==> config.mk <==
export PLATFORM = sky130hd
export DESIGN_NAME = triac_phase_angle_firing_top_flat
export DESIGN_NICKNAME = d
export VERILOG_FILES = /design/src/rtl/tpaf_pkg.sv /design/src/rtl/tpaf_if.sv /design/src/rtl/triac_phase_angle_firing_top.sv /design/src/flat_wrapper.sv
export SDC_FILE = /design/constraint.sdc
export NUM_CORES = 1
export LEC_CHECK = 0
export ABC_CLOCK_PERIOD_IN_PS = 14500
export CAP_MARGIN = 20
export CORE_MARGIN = 2
export CORE_UTILIZATION = 65
export DETAILED_ROUTE_END_ITERATION = 10
export DONT_BUFFER_PORTS = 1
export GPL_ROUTABILITY_DRIVEN = 1
export PLACE_DENSITY_LB_ADDON = 0.05
export SLEW_MARGIN = 20
export SYNTH_ARGS = -nofsm -noshare
export SYNTH_HDL_FRONTEND = slang
export SYNTH_SLANG_ARGS = --single-unit
==> constraint.sdc <==
create_clock -name clk -period 14.5 [get_ports clk]
set_input_delay 0.725 -clock clk [delete_from_list [all_inputs] [get_ports clk]]
set_output_delay 0.725 -clock clk [all_outputs]
set_load 0.1 [all_outputs]
==> src/rtl/tpaf_pkg.sv <==
`default_nettype none

package tpaf_pkg;

  // timer width range 12 to 20
  localparam int TIMER_WIDTH_DEF = 14;

  // apb address width, registers at 4*i
  localparam int PADDR_W = 5;

  // register map
  typedef enum logic [2:0] {
    REG_MAX_DELAY     = 3'd0,
    REG_PULSE_WIDTH   = 3'd1,
    REG_SECOND_DELAY  = 3'd2,
    REG_OUTPUT_SELECT = 3'd3,
    REG_WDT_LIMIT     = 3'd4
  } reg_idx_t;

  // register reset values
  localparam logic [9:0]  MAX_DELAY_RST    = 10'd900;
  localparam logic [9:0]  PULSE_WIDTH_RST  = 10'd50;
  localparam logic [13:0] SECOND_DELAY_RST = 14'd9900;
  localparam logic        OUTPUT_SEL_RST   = 1'b0;
  localparam logic [9:0]  WDT_LIMIT_RST    = 10'd800;

  // power scale and delay step
  localparam logic [9:0] POWER_FULL = 10'd1000;
  localparam logic [9:0] STEP_MIN   = 10'd10;

  // floor(x/1000) = (x*RECIP_1000) >> RECIP_SHIFT, exact for x below 2^20
  localparam logic [20:0] RECIP_1000  = 21'd1073742;
  localparam int          RECIP_SHIFT = 30;
  localparam int          DK_W        = 31;

  // input item payload
  typedef struct packed {
    logic       zero_cross;
    logic [9:0] power_level;
    logic       run_enable;
    logic       wdt_load_valid;
    logic [9:0] wdt_load_value;
  } tick_t;

  // |10 - m| scaled by the reciprocal of 1000
  function automatic logic [DK_W-1:0] delay_coef(input logic [9:0] m);
    logic [9:0] d;
    d = (m >= STEP_MIN) ? (m - STEP_MIN) : (STEP_MIN - m);
    return DK_W'(d) * DK_W'(RECIP_1000);
  endfunction

  localparam logic [DK_W-1:0] DELAY_COEF_RST = delay_coef(MAX_DELAY_RST);

endpackage

`default_nettype wire

==> src/rtl/tpaf_if.sv <==
`default_nettype none

// tick channel
interface tpaf_tick_if;
  logic       valid;
  logic       ready;
  logic       zero_cross;
  logic [9:0] power_level;
  logic       run_enable;
  logic       wdt_load_valid;
  logic [9:0] wdt_load_value;

  modport source (output valid, zero_cross, power_level, run_enable, wdt_load_valid,
                  wdt_load_value, input ready);
  modport sink (input valid, zero_cross, power_level, run_enable, wdt_load_valid,
                wdt_load_value, output ready);
endinterface

// result channel
interface tpaf_result_if;
  logic valid;
  logic ready;
  logic gate_main;
  logic gate_second;
  logic restart_request;

  modport source (output valid, gate_main, gate_second, restart_request, input ready);
  modport sink (input valid, gate_main, gate_second, restart_request, output ready);
endinterface

`default_nettype wire

==> src/rtl/triac_phase_angle_firing_top.sv <==
// Phase-angle firing controller for a triac gate, one item per microsecond tick.
// tick channel (valid/ready): zero-cross flag, power level 0..1000 (above
// saturates), run enable and a watchdog load. result channel (valid/ready):
// gate_main, gate_second and restart_request, exactly one result per tick item.
// APB port: five registers at byte addresses 0,4,8,12,16; pready is always high.
// An accepted item is held in an input register; the single-pass update
// of the timer, gate and watchdog state then writes the result register
// once the result register is empty or being drained.
// Throughput, while the receiver does not stall, is one item per cycle; the
// path is bounded by one 10x31 multiply for the firing delay (coefficient
// precomputed on the max_delay_steps write). A stalled result register holds
// its item; the input register keeps taking items only while the result
// register can drain, so ready drops after one buffered item on a stall.
// Reset (rst, synchronous) clears the firing state, watchdog count and both
// channels and returns the registers to their reset values.
`default_nettype none

module triac_phase_angle_firing_top
  import tpaf_pkg::*;
#(
  parameter int TIMER_WIDTH = TIMER_WIDTH_DEF
) (
  input  wire logic               clk,
  input  wire logic               rst,
  tpaf_tick_if.sink               tick,
  tpaf_result_if.source           result,
  input  wire logic               psel,
  input  wire logic               penable,
  input  wire logic               pwrite,
  input  wire logic [PADDR_W-1:0] paddr,
  input  wire logic [31:0]        pwdata,
  output logic      [31:0]        prdata,
  output logic                    pready
);

  localparam int WW = (TIMER_WIDTH > 15) ? TIMER_WIDTH : 15;
  localparam logic [WW-1:0] TMASK = WW'((64'd1 << TIMER_WIDTH) - 64'd1);

  // saturate a tick count to the timer width
  function automatic logic [TIMER_WIDTH-1:0] sat_ticks(input logic [WW-1:0] t);
    return (t > TMASK) ? TMASK[TIMER_WIDTH-1:0] : t[TIMER_WIDTH-1:0];
  endfunction

  // configuration registers
  logic [9:0]      max_delay_steps;
  logic [9:0]      pulse_width_ticks;
  logic [13:0]     second_delay_ticks;
  logic            output_select;
  logic [9:0]      watchdog_limit;
  logic [DK_W-1:0] delay_k;

  // pipeline registers
  logic  s1_valid;
  tick_t s1;
  logic  advance;

  // firing state
  logic                   fire_pending, fire_pending_next;
  logic                   second_done, second_done_next;
  logic                   timer_running, timer_running_next;
  logic [TIMER_WIDTH-1:0] timer_count, timer_count_next;
  logic [TIMER_WIDTH-1:0] alarm_value, alarm_value_next;
  logic                   gate_level, gate_level_next;
  logic [9:0]             watchdog_count, watchdog_count_next;
  logic                   running, running_next;
  logic                   restart;

  // firing delay datapath
  logic [9:0]        power_sat;
  logic [DK_W+9:0]   delay_prod;
  logic [10:0]       delay_quot;
  logic [10:0]       delay_steps;
  logic [14:0]       delay_ticks;
  logic [10:0]       wdt_inc;

  logic cfg_write;

  // apb access
  assign pready    = 1'b1;
  assign cfg_write = psel && penable && pwrite;

  always_comb begin
    unique case (paddr[4:2])
      REG_MAX_DELAY:     prdata = 32'(max_delay_steps);
      REG_PULSE_WIDTH:   prdata = 32'(pulse_width_ticks);
      REG_SECOND_DELAY:  prdata = 32'(second_delay_ticks);
      REG_OUTPUT_SELECT: prdata = 32'(output_select);
      REG_WDT_LIMIT:     prdata = 32'(watchdog_limit);
      default:           prdata = 32'd0;
    endcase
  end

  always_ff @(posedge clk) begin
    if (rst) begin
      max_delay_steps    <= MAX_DELAY_RST;
      delay_k            <= DELAY_COEF_RST;
      pulse_width_ticks  <= PULSE_WIDTH_RST;
      second_delay_ticks <= SECOND_DELAY_RST;
      output_select      <= OUTPUT_SEL_RST;
      watchdog_limit     <= WDT_LIMIT_RST;
    end else if (cfg_write) begin
      unique case (paddr[4:2])
        REG_MAX_DELAY: begin
          max_delay_steps <= pwdata[9:0];
          delay_k         <= delay_coef(pwdata[9:0]);
        end
        REG_PULSE_WIDTH:   pulse_width_ticks  <= pwdata[9:0];
        REG_SECOND_DELAY:  second_delay_ticks <= pwdata[13:0];
        REG_OUTPUT_SELECT: output_select      <= pwdata[0];
        REG_WDT_LIMIT:     watchdog_limit     <= pwdata[9:0];
        default: ;
      endcase
    end
  end

  // handshake: input register drains into the result register
  assign advance    = s1_valid && (!result.valid || result.ready);
  assign tick.ready = !s1_valid || advance;

  // firing delay: 10 * (m - sign * floor(power*|10-m|/1000))
  always_comb begin
    power_sat   = (s1.power_level > POWER_FULL) ? POWER_FULL : s1.power_level;
    delay_prod  = (DK_W+10)'(power_sat) * (DK_W+10)'(delay_k);
    delay_quot  = delay_prod[RECIP_SHIFT +: 11];
    delay_steps = (max_delay_steps >= STEP_MIN) ? ({1'b0, max_delay_steps} - delay_quot)
                                                : ({1'b0, max_delay_steps} + delay_quot);
    delay_ticks = {1'b0, delay_steps, 3'b000} + {3'b000, delay_steps, 1'b0};
  end

  // one tick of the controller
  always_comb begin
    fire_pending_next   = fire_pending;
    second_done_next    = second_done;
    timer_running_next  = timer_running;
    timer_count_next    = timer_count;
    alarm_value_next    = alarm_value;
    gate_level_next     = gate_level;
    watchdog_count_next = s1.wdt_load_valid ? s1.wdt_load_value : watchdog_count;
    running_next        = running;
    restart             = 1'b0;
    wdt_inc             = 11'd0;

    if (!s1.run_enable) begin
      fire_pending_next  = 1'b0;
      timer_running_next = 1'b0;
      timer_count_next   = '0;
      gate_level_next    = 1'b0;
      running_next       = 1'b0;
    end else begin
      running_next = 1'b1;
      // timer advance and alarm
      if (timer_running) begin
        timer_count_next = timer_count + 1'b1;
        if (timer_count_next >= alarm_value) begin
          timer_count_next = '0;
          if (watchdog_count_next != 10'd0) begin
            wdt_inc = {1'b0, watchdog_count_next} + 11'd1;
            if (wdt_inc > {1'b0, watchdog_limit}) begin
              restart = 1'b1;
            end else begin
              watchdog_count_next = wdt_inc[9:0];
            end
          end
          if (!restart) begin
            if (fire_pending) begin
              gate_level_next    = 1'b1;
              alarm_value_next   = sat_ticks(WW'(pulse_width_ticks));
              timer_count_next   = '0;
              timer_running_next = 1'b1;
              fire_pending_next  = 1'b0;
            end else begin
              gate_level_next = 1'b0;
              if (!second_done) begin
                fire_pending_next  = 1'b1;
                second_done_next   = 1'b1;
                alarm_value_next   = sat_ticks(WW'(second_delay_ticks));
                timer_count_next   = '0;
                timer_running_next = 1'b1;
              end else begin
                timer_running_next = 1'b0;
              end
            end
          end
        end
      end
      // zero cross starts the firing delay
      if (!restart && s1.zero_cross && !fire_pending_next) begin
        gate_level_next = 1'b0;
        if (power_sat != 10'd0) begin
          fire_pending_next  = 1'b1;
          second_done_next   = 1'b0;
          alarm_value_next   = sat_ticks(WW'(delay_ticks));
          timer_count_next   = '0;
          timer_running_next = 1'b1;
        end else begin
          timer_running_next = 1'b0;
        end
      end
    end

    // watchdog trip returns the state to reset
    if (restart) begin
      fire_pending_next   = 1'b0;
      second_done_next    = 1'b0;
      timer_running_next  = 1'b0;
      timer_count_next    = '0;
      alarm_value_next    = '0;
      gate_level_next     = 1'b0;
      watchdog_count_next = 10'd0;
      running_next        = 1'b0;
    end
  end

  // state, input register and result register
  always_ff @(posedge clk) begin
    if (rst) begin
      s1_valid       <= 1'b0;
      result.valid   <= 1'b0;
      fire_pending   <= 1'b0;
      second_done    <= 1'b0;
      timer_running  <= 1'b0;
      timer_count    <= '0;
      alarm_value    <= '0;
      gate_level     <= 1'b0;
      watchdog_count <= 10'd0;
      running        <= 1'b0;
    end else begin
      if (tick.valid && tick.ready) begin
        s1_valid <= 1'b1;
      end else if (advance) begin
        s1_valid <= 1'b0;
      end
      if (advance) begin
        result.valid   <= 1'b1;
        fire_pending   <= fire_pending_next;
        second_done    <= second_done_next;
        timer_running  <= timer_running_next;
        timer_count    <= timer_count_next;
        alarm_value    <= alarm_value_next;
        gate_level     <= gate_level_next;
        watchdog_count <= watchdog_count_next;
        running        <= running_next;
      end else if (result.ready) begin
        result.valid <= 1'b0;
      end
    end
  end

  // payload registers
  always_ff @(posedge clk) begin
    if (tick.valid && tick.ready) begin
      s1.zero_cross     <= tick.zero_cross;
      s1.power_level    <= tick.power_level;
      s1.run_enable     <= tick.run_enable;
      s1.wdt_load_valid <= tick.wdt_load_valid;
      s1.wdt_load_value <= tick.wdt_load_value;
    end
    if (advance) begin
      result.gate_main       <= !restart && gate_level_next && !output_select;
      result.gate_second     <= !restart && gate_level_next && output_select;
      result.restart_request <= restart;
    end
  end

`ifndef SYNTHESIS
  // a restart result never drives a gate
  assert property (@(posedge clk) disable iff (rst)
    result.valid && result.restart_request |-> !result.gate_main && !result.gate_second)
    else $error("gate driven on restart result");

  // the gate goes to one output only
  assert property (@(posedge clk) disable iff (rst)
    result.valid |-> !(result.gate_main && result.gate_second))
    else $error("both gate outputs high");

  // dropping enable stops the timer
  assert property (@(posedge clk) disable iff (rst)
    advance && !s1.run_enable |=> !running && !timer_running && !gate_level)
    else $error("state not cleared after enable low");

  // a running timer never passes its alarm value
  assert property (@(posedge clk) disable iff (rst)
    timer_running |-> timer_count <= alarm_value)
    else $error("timer count beyond alarm value");
`endif

endmodule

`default_nettype wire
==> src/flat_wrapper.sv <==
// flat-port wrapper written by rule: the top's interface ports become plain ports
module triac_phase_angle_firing_top_flat import tpaf_pkg::*;
#(
  parameter int TIMER_WIDTH = TIMER_WIDTH_DEF
)
  (clk, rst, psel, penable, pwrite, paddr, pwdata, prdata, pready, tick_valid, tick_zero_cross, tick_power_level, tick_run_enable, tick_wdt_load_valid, tick_wdt_load_value, tick_ready, result_valid, result_gate_main, result_gate_second, result_restart_request, result_ready);
  tpaf_tick_if tick_i ();
  tpaf_result_if result_i ();
  input  wire logic clk;
  input  wire logic rst;
  input  wire logic psel;
  input  wire logic penable;
  input  wire logic pwrite;
  input  wire logic [PADDR_W-1:0] paddr;
  input  wire logic [31:0] pwdata;
  output logic      [31:0] prdata;
  output logic pready;
  input wire logic [$bits(tick_i.valid)-1:0] tick_valid;
  input wire logic [$bits(tick_i.zero_cross)-1:0] tick_zero_cross;
  input wire logic [$bits(tick_i.power_level)-1:0] tick_power_level;
  input wire logic [$bits(tick_i.run_enable)-1:0] tick_run_enable;
  input wire logic [$bits(tick_i.wdt_load_valid)-1:0] tick_wdt_load_valid;
  input wire logic [$bits(tick_i.wdt_load_value)-1:0] tick_wdt_load_value;
  output wire logic [$bits(tick_i.ready)-1:0] tick_ready;
  output wire logic [$bits(result_i.valid)-1:0] result_valid;
  output wire logic [$bits(result_i.gate_main)-1:0] result_gate_main;
  output wire logic [$bits(result_i.gate_second)-1:0] result_gate_second;
  output wire logic [$bits(result_i.restart_request)-1:0] result_restart_request;
  input wire logic [$bits(result_i.ready)-1:0] result_ready;
  assign tick_i.valid = tick_valid;
  assign tick_i.zero_cross = tick_zero_cross;
  assign tick_i.power_level = tick_power_level;
  assign tick_i.run_enable = tick_run_enable;
  assign tick_i.wdt_load_valid = tick_wdt_load_valid;
  assign tick_i.wdt_load_value = tick_wdt_load_value;
  assign tick_ready = tick_i.ready;
  assign result_valid = result_i.valid;
  assign result_gate_main = result_i.gate_main;
  assign result_gate_second = result_i.gate_second;
  assign result_restart_request = result_i.restart_request;
  assign result_i.ready = result_ready;
  triac_phase_angle_firing_top #(.TIMER_WIDTH(TIMER_WIDTH)) u_core (.clk(clk), .rst(rst), .tick(tick_i), .result(result_i), .psel(psel), .penable(penable), .pwrite(pwrite), .paddr(paddr), .pwdata(pwdata), .prdata(prdata), .pready(pready));
endmodule
Yosys cells after proc, flatten, opt, wreduce, memory -nomap -nowiden --
Cells that the tools add are included.
Word-level totals: register bits 145, word-level logic and storage cells 144, output and inout bits 38
Cells by class: $mul 2, multiplexer cells 73, order comparisons 6, reductions and logical operators 29, add/sub/neg operators 7, equality and inequality tests 4
Operators with widths (count):
- 14-bit 2-to-1 mux | 16
- 10-bit 2-to-1 mux | 9
- 14-bit case mux with 5 select lines | 1
- 1-bit 2-to-1 mux | 46
- 10-bit by 30-bit multiplier with 40-bit output | 1
- 10-bit by 20-bit multiplier with 30-bit output, second input constant | 1
- 10-bit by 4-bit >= comparator with 1-bit output, second input constant | 2
- 10-bit nonzero test | 2
- 14-bit by 12-bit adder with 15-bit output | 1
- 15-bit by 14-bit greater-than comparator with 1-bit output, second input constant | 1
- 14-bit by 1-bit adder with 14-bit output, second input constant | 1
- 14-bit >= comparator | 1
- 2-bit AND reduction | 6
- 10-bit by 1-bit adder with 11-bit output, second input constant | 1
- 10-bit by 11-bit adder with 11-bit output | 1
- 11-bit by 10-bit greater-than comparator with 1-bit output | 1
- 11-bit 2-to-1 mux | 1
- 10-bit by 11-bit subtractor with 11-bit output | 1
- 10-bit greater-than comparator, second input constant | 1
- 10-bit by 4-bit subtractor with 10-bit output, second input constant | 1
- 4-bit by 10-bit subtractor with 10-bit output, first input constant | 1
- 1-bit logical AND | 9
- 3-bit by 2-bit equality test with 1-bit output, second input constant | 2
- 1-bit logical NOT | 6
- other kinds (5) | 8

Logic depth before layout (Yosys ltp) --
depth after elaboration 19, mapped depth 48, depth with buffers taken out 46

Worst setup path before layout --
OpenSTA, ideal clock, no wires.
path type register to register, from register u_core.s1[19] (netlist name), to register u_core.alarm_value[12], buffers on the path 4, period minus slack after synthesis 10137 ps, cell stages (with the launch flop) 44, data required time 14358 ps, setup slack 4363 ps, arrival 9995 ps, cell sequence edfxtp_1 -> and3_1 -> o2111ai_2 -> and2_1 -> clkbuf_1 -> buf_1 -> nand2_1 -> fa_1 -> inv_1 -> fa_1 -> fa_1 -> fa_1 -> inv_1 -> fa_1 -> inv_1 -> ha_1 -> a21oi_1 -> nand2_1 -> [8 not listed] -> xnor2_1 -> ha_1 -> or4_1 -> o311ai_1 -> a211oi_1 -> nor2b_1 -> a221o_1 -> nor4_2 -> xor2_1 -> buf_6 -> ha_1 -> nand2_1 -> o21ai_0 -> and2_1 -> clkbuf_1 -> nand3_1 -> o2bb2ai_2 -> a311oi_2
On the way: cells in the longest elaborated chain, start to end 12
Ends and longest elaborated chain:
- from (decl) | line triac_phase_angle_firing_top.sv:54 | tick_t s1;
- 10-bit greater-than comparator | line triac_phase_angle_firing_top.sv:122 | power_sat = (s1.power_level > POWER_FULL) ? POWER_FULL : s1.power_level;
- 10-bit 2-to-1 mux (*) | line triac_phase_angle_firing_top.sv:122
- 10-bit by 30-bit multiplier with 40-bit output | line triac_phase_angle_firing_top.sv:123 | delay_prod = (DK_W+10)'(power_sat) * (DK_W+10)'(delay_k);
- 10-bit by 11-bit adder with 11-bit output or 10-bit by 11-bit subtractor with 11-bit output (tied branches) | line triac_phase_angle_firing_top.sv:126, triac_phase_angle_firing_top.sv:125
- 11-bit 2-to-1 mux | line triac_phase_angle_firing_top.sv:125 | delay_steps = (max_delay_steps >= STEP_MIN) ? ({1'b0, max_delay_steps} - delay_quot)
- 14-bit by 12-bit adder with 15-bit output | line triac_phase_angle_firing_top.sv:127 | delay_ticks = {1'b0, delay_steps, 3'b000} + {3'b000, delay_steps, 1'b0};
- 15-bit by 14-bit greater-than comparator with 1-bit output | line triac_phase_angle_firing_top.sv:41 | return (t > TMASK) ? TMASK[TIMER_WIDTH-1:0] : t[TIMER_WIDTH-1:0];
- 14-bit 2-to-1 mux | line triac_phase_angle_firing_top.sv:41
- 14-bit 2-to-1 mux (*) | line triac_phase_angle_firing_top.sv:189 | if (power_sat != 10'd0) begin
- 14-bit 2-to-1 mux (*) | line triac_phase_angle_firing_top.sv:187 | if (!restart && s1.zero_cross && !fire_pending_next) begin
- 14-bit 2-to-1 mux (*) | line triac_phase_angle_firing_top.sv:143 | if (!s1.run_enable) begin
- 14-bit 2-to-1 mux (*) | line triac_phase_angle_firing_top.sv:202 | if (restart) begin
- to (signal assigned) | line triac_phase_angle_firing_top.sv:239 | alarm_value <= alarm_value_next;
- to (decl) | line triac_phase_angle_firing_top.sv:62 | logic [TIMER_WIDTH-1:0] alarm_value, alarm_value_next;
Every way passes the cells marked *; elsewhere a longest branch is shown, timed or not. The select of a mux whose other input is x is not followed. A chain may end at the register's enable or synchronous reset.

Worst setup path in the final report --
Same ends and word-level chain as after synthesis.

==> results.py <==
metrics = {
    "status": {
        "status": "finished, final reports clean",
    },
    "min_path": {
        "hold_class": "input pin to register",
        "hp-start": "tick_power_level[9]",
        "hold_end": "u_core.s1[21]",
        "min_delay_path_depth": 0,
    },
    "worst_setup_path": {
        "r2r_cells": 46,
        "crit_required_ns": 14.78,
        "cp-startpoint": "u_core.s1[19]",
        "crit_slowest_cell": "and2_1",
        "cpMostUsedCell": "fa_1",
        "cp-end-kind": "register",
        "crit_arrival_ns": 12.29,
        "start_kind": "register",
        "critPathMaxFanout": 42,
        "r2r_start": "u_core.s1[19]",
        "slowest_delay_ns": 0.70,
        "reg2reg_to": "u_core.alarm_value[12]",
        "r2r_slack_ns": 2.49,
        "setup.worst_path.class": "register to register",
    },
    "final_layout": {
        "synthToLayoutAreaGrowth_pct": 3.73,
        "num_antenna_cells": 0,
        "multi_input_area_um2": 15600,
        "seq_area_um2": 3140,
        "instances_no_fill": 2735,
        "nFillCells": 2570,
        "nNetsFinal": 2860,
        "drive_gt1_frac": 0.0440,
    },
    "synth": {
        "synthFlopType": "dfxtp_1",
        "ys_seq_elements": 144,
        "async_reset_ff_frac": 0,
        "synth-edff-count": 26,
        "ys_seq_area_frac": 0.154,
        "netlist_area_um2": 20400,
        "syn_avg_cell_area_um2": 8.46,
        "yosys_warnings": 0,
        "syn_inst": 2413,
        "ys_types": 88,
    },
    "timing": {
        "worst_slew_pin_slew_ns": 1.14,
        "rsz0062_at_grt": "no",
        "finClkSkew_ns": 0.0102,
        "period_minus_slack_ns": 12.01,
        "setup_violations": 0,
        "setup_tns_ns": 0,
        "hold_viol_final": 0,
        "slew-limit-headroom": 0.238,
        "maxSlewViolCount": 0,
        "max_freq_mhz": 83.3,
        "timing.hold.ws_ns": 0.377,
        "fin_crit_sh": 0.828,
    },
    "route": {
        "dr.pass1.iters": 5,
        "drc": 0,
        "post_drt_wl_per_cell_um": 18.5,
        "wl_um": 50600,
        "vias": 16397,
        "drt_iter0_drc": 1233,
        "antenna_left": 0,
        "vias_per_cell": 6.00,
    },
    "global_route": {
        "grt_pass1_wl_um": 85400,
        "grt_pass1_vias": 17015,
        "grt_overflow": 0,
        "antenna_found_initial": 1,
        "grt_usage": 0.323,
        "grt_max_degree": 119,
    },
    "clock_network": {
        "path_clk_slew_ns": 0.07,
        "ctsHtreeMaxLevel": 4,
        "cts_resized": 0,
        "cts_sinks": 144,
        "cts_hold_buf": 0,
        "ctsLongestPathBuffers": 2,
        "root_buffer": "clkbuf_16",
        "cts_tree": "done",
        "numCtsBuffers": 17,
        "postCtsSetupBuffers": 0,
        "clock_latency_ns": 0.44,
    },
    "floorplanning": {
        "dieWidth_um": 181,
        "top_level_ports": 105,
        "start_util": 0.664,
        "core_area_um2": 30700,
        "die_area_um2": 32800,
        "row_count": 64,
        "die-height_um": 181,
    },
    "placed_design": {
        "dp_hpwl_um": 39200,
        "io_buffers": 0,
        "place_inst": 2703,
        "routabilityCongestion": 0.909,
    },
    "flow_run": {
        "maxCapViolations": 0,
    },
}
## synthesized netlist by cell type, types with 26 or more instances
cell type,count,area (um^2)
nand3_1,35,175
dfxtp_1,118,2360
clkbuf_1,118,443
a21oi_1,126,631
and2_1,135,845
xor2_1,31,272
nand2_1,311,1170
ha_1,215,2690
mux2i_1,35,350
xnor2_1,48,420
edfxtp_1,26,781
fa_1,252,5040
nor2_1,140,526
and3_1,48,300
inv_1,324,1220
o21ai_0,94,470
a22oi_1,26,195
## cell type report
cell class,count,share of cell area
Inverter,324,0.0574
Clock inverter,12,0.00750
Multi-Input combinational cell,1816,0.734
Timing Repair Buffer,23,0.00815
Clock buffer,20,0.0206
Sequential cell,144,0.148
Tap cell,396,0.0234
## critical path, delay by kind of cell, from the launching register on
family,cells,cell delay (ns)
AND/OR/NAND/NOR,12,2.78
flip-flops,1,0.35
AO/OA/AOI/OAI,13,2.68
buffers and inverters,8,1.46
XOR/XNOR,4,0.79
adder cells (fa/ha/maj),9,3.74
## worst max-delay path by stage
stage                                         to  depth (start not counted)  slack, ns
after CTS                 u_core.alarm_value[12]                         46       2.59
after floorplan           u_core.alarm_value[12]                         43       4.36
after global routing      u_core.alarm_value[12]                         44       1.73
after global placement    u_core.alarm_value[10]                         45       2.88
after detailed placement  u_core.alarm_value[12]                         46       2.64
final                     u_core.alarm_value[12]                         46       2.49
## cell usage in the layout (no fill, tap or decap), drive strengths merged, types with 10 or more instances in the layout
cell type  count
dfxtp        118
o21ai         97
clkbuf        20
fa           252
buf           23
o21a          18
nor2b         20
and3          48
xnor2         48
nand3b        22
nand2        311
nand3         35
conb          19
mux2i         35
edfxtp        26
inv          327
a211o         15
a21o          18
nand2b        12
nor3          24
o211ai        10
nor2         140
xor2          31
a22oi         26
and2         136
ha           215
nor4          11
nand4         10
a21oi        128
a211oi        21
## sequential cells by signal (all words and copies together) (netlist names), 10 cells and up
signal and flops:
u_core.delay_k 29, u_core.watchdog_limit 10, u_core.max_delay_steps 10, u_core.watchdog_count 10, u_core.pulse_width_ticks 10, u_core.second_delay_ticks 14, u_core.timer_count 14, u_core.alarm_value 14
u_core.s1 23
## per-layer routing
metal	global-route usage	wire [um]
met4	0.110	1490
met1	0.405	20600
met3	0.0429	2910
met5	0	0
met2	0.574	25600
## logic make-up after synthesis
logic type | count (synthesis) | share of synthesized area
flops | 144 | 0.154
mux | 38 | 0.0188
simple gates | 806 | 0.193
xor+xnor | 79 | 0.0339
compound gates | 407 | 0.131
buf+inv | 470 | 0.0906
fa+ha+maj | 467 | 0.379
other cells | 2 | 0.000368
## through the flow
step,utilization,instance area [um^2],setup WS [ns]
3_3_place_gp,0.668,20600,2.88
5_1_grt,0.689,21200,1.73
3_5_place_dp,0.669,20600,2.64
2_1_floorplan,-,20500,4.36
6_report,0.689,21200,2.49
4_1_cts,0.688,21200,2.59
Power is not shown: default switching activity piles up to over one toggle a cycle in this logic, so the estimate is an artifact.
